==> src/design/ptdp_pkg.sv <==
// Shared constants and the stage payload type of the packed ternary dot product.
// Used by ptdp_cell, ptdp_acc, the checker and the top level; depends on nothing.
package ptdp_pkg;

    localparam int TRIT_COUNT = 10;
    localparam int WORD_W     = 16;
    localparam int ACT_W      = 8;
    localparam int ACTS_W     = TRIT_COUNT * ACT_W;
    localparam int TDATA_W    = WORD_W + ACTS_W;
    // Ten products of magnitude up to 128 fit in 12 signed bits.
    localparam int PSUM_W     = 12;
    localparam int SUM_W      = 32;

    // Exact divide by three for 16-bit values: (q * 43691) >> 17.
    localparam int DIV3_SHIFT = 17;
    localparam int DIV3_MUL   = 43691;
    localparam int PROD_W     = WORD_W + DIV3_SHIFT;

    // Trit codes; the weight is the code minus one.
    localparam logic [1:0] TRIT_NEG  = 2'd0;
    localparam logic [1:0] TRIT_ZERO = 2'd1;
    localparam logic [1:0] TRIT_POS  = 2'd2;

    // Payload handed from one cell to the next.
    typedef struct packed {
        logic                     last;
        logic [WORD_W-1:0]        quot;
        logic signed [PSUM_W-1:0] psum;
        logic [ACTS_W-1:0]        acts;
    } ptdp_beat_t;

endpackage

==> src/design/packed_ternary_dot_product.sv <==
// Packed ternary dot product: ten base-3 weights per word against ten signed activations.
// A last word's result shows on m_tvalid after the ten cell registers and the output register.
// Throughput: one word per cycle, set by the ten-cell trit chain of one stage per trit.
// While a result waits, words keep draining into the running sum; the input stalls only
// once a last word sits at the end of a full ten-cell chain.
// Reset (aresetn low at a clock edge) empties the chain and clears the running sum to zero.
// Depends on ptdp_pkg, ptdp_cell and ptdp_acc.
module packed_ternary_dot_product (
    input  logic                          aclk,
    input  logic                          aresetn,
    input  logic                          s_tvalid,
    output logic                          s_tready,
    // s_tdata: packed_word[15:0], act_0[23:16], act_1[31:24], ... act_9[95:88]
    input  logic [ptdp_pkg::TDATA_W-1:0]  s_tdata,
    input  logic                          s_tlast,
    output logic                          m_tvalid,
    input  logic                          m_tready,
    // m_tdata: dot_value[31:0]
    output logic [ptdp_pkg::SUM_W-1:0]    m_tdata
);

    logic                 chain_valid [ptdp_pkg::TRIT_COUNT+1];
    logic                 chain_ready [ptdp_pkg::TRIT_COUNT+1];
    ptdp_pkg::ptdp_beat_t chain_beat  [ptdp_pkg::TRIT_COUNT+1];

    // Head of the chain: the whole word, a zero partial sum and all activations.
    assign chain_valid[0]     = s_tvalid;
    assign s_tready           = chain_ready[0];
    assign chain_beat[0].last = s_tlast;
    assign chain_beat[0].quot = s_tdata[ptdp_pkg::WORD_W-1:0];
    assign chain_beat[0].psum = '0;
    assign chain_beat[0].acts = s_tdata[ptdp_pkg::TDATA_W-1:ptdp_pkg::WORD_W];

    // One cell per trit.
    for (genvar k = 0; k < ptdp_pkg::TRIT_COUNT; k++) begin : g_cell
        ptdp_cell u_cell (
            .aclk      (aclk),
            .aresetn   (aresetn),
            .in_valid  (chain_valid[k]),
            .in_beat   (chain_beat[k]),
            .in_ready  (chain_ready[k]),
            .out_valid (chain_valid[k+1]),
            .out_beat  (chain_beat[k+1]),
            .out_ready (chain_ready[k+1])
        );
    end

    // Accumulate finished words and present vector results.
    ptdp_acc u_acc (
        .aclk     (aclk),
        .aresetn  (aresetn),
        .in_valid (chain_valid[ptdp_pkg::TRIT_COUNT]),
        .in_beat  (chain_beat[ptdp_pkg::TRIT_COUNT]),
        .in_ready (chain_ready[ptdp_pkg::TRIT_COUNT]),
        .m_tvalid (m_tvalid),
        .m_tready (m_tready),
        .m_tdata  (m_tdata)
    );

endmodule

==> src/design/ptdp_cell.sv <==
// One cell of the trit chain: decodes the lowest trit, adds its product, shifts down.
// Depends on ptdp_pkg.
module ptdp_cell (
    input  logic                 aclk,
    input  logic                 aresetn,
    input  logic                 in_valid,
    input  ptdp_pkg::ptdp_beat_t in_beat,
    output logic                 in_ready,
    output logic                 out_valid,
    output ptdp_pkg::ptdp_beat_t out_beat,
    input  logic                 out_ready
);

    logic                        valid_reg;
    ptdp_pkg::ptdp_beat_t        beat_reg;
    ptdp_pkg::ptdp_beat_t        beat_next;
    logic [ptdp_pkg::PROD_W-1:0] prod;
    logic [ptdp_pkg::WORD_W-1:0] quot;
    logic [ptdp_pkg::WORD_W-1:0] rem_full;
    logic [1:0]                  trit;
    logic [ptdp_pkg::ACT_W-1:0]  act;
    logic signed [ptdp_pkg::PSUM_W-1:0] act_ext;

    // The cell takes a new beat whenever its register is empty or being drained.
    assign in_ready  = !valid_reg || out_ready;
    assign out_valid = valid_reg;
    assign out_beat  = beat_reg;

    // Split off the lowest base-3 digit with a reciprocal multiply.
    always_comb begin
        prod     = ptdp_pkg::PROD_W'(in_beat.quot) * ptdp_pkg::PROD_W'(ptdp_pkg::DIV3_MUL);
        quot     = prod[ptdp_pkg::PROD_W-1:ptdp_pkg::DIV3_SHIFT];
        rem_full = in_beat.quot - (quot + {quot[ptdp_pkg::WORD_W-2:0], 1'b0});
        trit     = rem_full[1:0];
        act      = in_beat.acts[ptdp_pkg::ACT_W-1:0];
        act_ext  = {{(ptdp_pkg::PSUM_W - ptdp_pkg::ACT_W){act[ptdp_pkg::ACT_W-1]}}, act};
    end

    // Add or subtract the paired activation and pass the rest down the chain.
    always_comb begin
        beat_next      = in_beat;
        beat_next.quot = quot;
        beat_next.acts = {{ptdp_pkg::ACT_W{1'b0}},
                          in_beat.acts[ptdp_pkg::ACTS_W-1:ptdp_pkg::ACT_W]};
        unique case (trit)
            ptdp_pkg::TRIT_POS: beat_next.psum = in_beat.psum + act_ext;
            ptdp_pkg::TRIT_NEG: beat_next.psum = in_beat.psum - act_ext;
            default:            beat_next.psum = in_beat.psum;
        endcase
    end

    // Stage register.
    always_ff @(posedge aclk) begin
        if (!aresetn) begin
            valid_reg <= 1'b0;
        end else if (in_ready) begin
            valid_reg <= in_valid;
        end
        if (in_ready && in_valid) begin
            beat_reg <= beat_next;
        end
    end

endmodule

==> src/design/ptdp_acc.sv <==
// Accumulator and output register at the end of the trit chain.
// Depends on ptdp_pkg.
module ptdp_acc (
    input  logic                        aclk,
    input  logic                        aresetn,
    input  logic                        in_valid,
    input  ptdp_pkg::ptdp_beat_t        in_beat,
    output logic                        in_ready,
    output logic                        m_tvalid,
    input  logic                        m_tready,
    output logic [ptdp_pkg::SUM_W-1:0]  m_tdata
);

    logic [ptdp_pkg::SUM_W-1:0] running_sum_reg;
    logic [ptdp_pkg::SUM_W-1:0] sum_next;
    logic [ptdp_pkg::SUM_W-1:0] dot_reg;
    logic                       out_valid_reg;
    logic                       take;

    // A beat that is not last never needs the output register.
    assign in_ready = !in_beat.last || !out_valid_reg || m_tready;
    assign take     = in_valid && in_ready;
    assign sum_next = running_sum_reg
                    + {{(ptdp_pkg::SUM_W - ptdp_pkg::PSUM_W){in_beat.psum[ptdp_pkg::PSUM_W-1]}},
                       in_beat.psum};

    assign m_tvalid = out_valid_reg;
    assign m_tdata  = dot_reg;

    // Running sum; it clears once the last word of a vector is folded in.
    always_ff @(posedge aclk) begin
        if (!aresetn) begin
            running_sum_reg <= '0;
        end else if (take) begin
            running_sum_reg <= in_beat.last ? '0 : sum_next;
        end
    end

    // Output register holding one finished dot product until its transfer.
    always_ff @(posedge aclk) begin
        if (!aresetn) begin
            out_valid_reg <= 1'b0;
        end else if (take && in_beat.last) begin
            out_valid_reg <= 1'b1;
        end else if (m_tready) begin
            out_valid_reg <= 1'b0;
        end
        if (take && in_beat.last) begin
            dot_reg <= sum_next;
        end
    end

endmodule

==> config.mk <==
export PLATFORM = sky130hd
export DESIGN_NAME = packed_ternary_dot_product
export DESIGN_NICKNAME = d
export VERILOG_FILES = /design/src/design/ptdp_pkg.sv /design/src/design/packed_ternary_dot_product.sv /design/src/design/ptdp_cell.sv /design/src/design/ptdp_acc.sv
export SDC_FILE = /design/constraint.sdc
export NUM_CORES = 2
export LEC_CHECK = 0
export ABC_AREA = 1
export BUFFER_PORTS_ARGS = -buffer_cell sky130_fd_sc_hd__clkbuf_2
export CAP_MARGIN = 20
export CORE_MARGIN = 2
export CORE_UTILIZATION = 26
export DETAILED_ROUTE_END_ITERATION = 10
export PLACE_DENSITY = 0.43
export SLEW_MARGIN = 25
export SYNTH_ARGS = -nofsm -noshare
export SYNTH_HDL_FRONTEND = slang
export SYNTH_SLANG_ARGS = --single-unit
==> constraint.sdc <==
create_clock -name aclk -period 9.95 [get_ports aclk]
set_clock_uncertainty 0.05 [all_clocks]
set_input_delay 1.99 -clock aclk [delete_from_list [all_inputs] [get_ports aclk]]
set_output_delay 1.99 -clock aclk [all_outputs]
set_load 0.1 [all_outputs]
==> results.yml <==
run_status:
  status: "finished, final reports clean"
drt:
  wl_met3_um: 3420
  drtPass1Iterations: 5
  wl_met1_um: 57020
  wl_per_cell_um: 14.10
  wl_met2_um: 57410
  highest_layer: "met5"
  via_per_inst: 4.210
  vias: 36010
  wirelength_um: 120600
  drc: 0
  drtIter0Drc: 1569
  antenna_left: 0
global_routing:
  grt_use_total_pct: 11.23
  grt_pass1_vias: 37480
  antenna_found_initial: 4
  grt_pass1_wl_um: 197000
  grt_max_degree: 59
  overflow: 0
timing:
  hold_slack_ns: 0.3236
  relSlewSlack_pct: 37.83
  tns_ns: 0
  setup_viol: 0
  worst-slew-pin-transition_ns: 0.9326
  slew_violations: 0
  rsz0062_at_grt: "false"
  max_freq_mhz: 117.8
  hold_viol: 0
  min_period_ns: 8.486
  timing.final.crit_share_pct: 85.29
setup_path:
  cp-start-kind: "flop"
  critPathKind: "reg2reg"
  slowest_stage: "fa_1"
  end_kind: "flop"
  cp_slowest_stage_delay_ns: 0.55
  crit_arrival_ns: 8.84
  required_ns: 10.31
  critPathMaxFanout: 17
logic_synthesis:
  synthCells: 5454
  ys_seq_area_share_pct: 34.98
  yosysWarnings: 0
  synth_edf_count: 618
  synth.distinct_cells: 59
  synth-main-ff-cell: "edfxtp_1"
  ys_ff_latch: 661
  synth_async_sr_flop_share_pct: 0
  synth.avg_cell_area_sq_um: 10.18
  syn_nets: 6883
  syn_area_sq_um: 55510
cts:
  postCtsSetupBuffers: 0
  clkSlewWorstSetupHoldPaths_ns: 0.06
  hold_buffers: 0
  htree_levels: 3
  clock-sinks: 661
  root_buffer: "clkbuf_16"
  cts_tree: "built"
  numCtsBuffers: 81
  clockBufferDepth: 3
  cts_resized: 0
  clock_latency_ns: 0.70
layout:
  layout_commonest_cell: "inv_1"
  nets: 7094
  fin_area_sq_um: 62540
  syn2layout_area_growth_pct: 12.67
  drive_above_1_share_pct: 6.072
  finalNonFillerCells: 8553
  largest_register_ff_count: 586
  layout_common_cells: "1093 x inv_1, 902 x ha_1, 829 x nand2_1"
place:
  dp_hpwl_um: 99520
  io_buffers: 134
  place_inst: 8403
  dpl_cell_area_sq_um: 59820
  routabilityCongestion: 0.8158
floorplan:
  die_y_um: 466.1
  rows: 169
  io_pins: 135
  design.die.area_sq_um: 217200
  die-width_um: 466.1
  core-area_sq_um: 212100
  start_util_pct: 26.17
run:
  drv_cap: 0
min_path:
  hp-class: "reg2reg"
## per-layer routing
layer	vias to the layer above	global-route usage, %
li1	18550	-
met1	17010	14.89
met2	315	19.07
met3	139	1.585
met4	4	3.020
met5	-	0
## layout make-up
class	count	area (sq um)
clock buffer	101	2155
antenna	1	2.502
sequential	661	19420
inverter	1102	4140
timing repair buffer	157	843.3
tap	2821	3530
clock inverter	48	564.3
fill	22130	149500
multi-input combinational	3662	31890
## cell usage after synthesis (all sizes together) (6+ instances only)
| library cell | instances | area share (%) |
|---|---|---|
| inv | 1099 | 7.4 |
| a21oi | 372 | 3.4 |
| a21boi | 12 | 0.16 |
| o21bai | 12 | 0.19 |
| o21ai | 225 | 2.1 |
| a21o | 21 | 0.28 |
| xor2 | 172 | 2.7 |
| dfxtp | 43 | 1.6 |
| fa | 426 | 15 |
| nand4 | 55 | 0.62 |
| o211ai | 13 | 0.18 |
| ha | 902 | 20 |
| edfxtp | 618 | 33 |
| nor2 | 193 | 1.4 |
| xnor2 | 83 | 1.3 |
| nor3 | 61 | 0.58 |
| o31ai | 6 | 0.081 |
| and2 | 6 | 0.068 |
| nor4 | 8 | 0.11 |
| nand3 | 140 | 1.4 |
| a211oi | 12 | 0.16 |
| o21a | 14 | 0.19 |
| nand3b | 21 | 0.28 |
| clkbuf | 25 | 0.17 |
| a31oi | 34 | 0.38 |
| or2 | 11 | 0.12 |
| nand2 | 852 | 5.9 |
## path summary, 6_finish.rpt
kind	depth (start not counted)	slack (ns)	start	end
min	0	0.32	g_cell[2].u_cell.out_beat[24]$_DFFE_PP_	g_cell[3].u_cell.out_beat[16]$_DFFE_PP_
max	42	1.46	g_cell[0].u_cell.out_beat[92]$_DFFE_PP_	g_cell[1].u_cell.out_beat[90]$_DFFE_PP_
max reg2reg	42	1.46	g_cell[0].u_cell.out_beat[92]$_DFFE_PP_	g_cell[1].u_cell.out_beat[90]$_DFFE_PP_
min reg2reg	0	0.32	g_cell[2].u_cell.out_beat[24]$_DFFE_PP_	g_cell[3].u_cell.out_beat[16]$_DFFE_PP_
## worst max-delay path, delay by kind of cell (launching register included)
family | cells | cell delay, ns
buffers and inverters | 9 | 1.18
adders and majority gates | 9 | 3.79
xor gates and xnor gates | 2 | 0.34
AOI/OAI and AO/OA | 6 | 0.98
and+or+nand+nor | 16 | 1.38
DFF | 1 | 0.49
## through the flow
step                      setup WS, ns  utilization [%]
final                            1.464            29.49
after global routing            0.5445            29.49
after CTS                        1.355            29.49
after detailed placement         1.415            28.21
after global placement           1.374            28.21
after floorplan                  1.941                -
## cell families (layout without fill, tap and decap cells)
kind of cell	count (synthesis)	count (layout)	synth area share, %
other	0	1	0
flip-flops	661	661	34.98
adder cells (fa/ha/maj)	1328	1328	35.69
AND/OR/NAND/NOR	1351	1351	10.45
XOR/XNOR	255	255	4.037
AO/OA/AOI/OAI	728	728	7.181
buffers and inverters	1131	1408	7.655
Power is not shown: default switching activity piles up to over one toggle a cycle in this logic, so the estimate is an artifact.
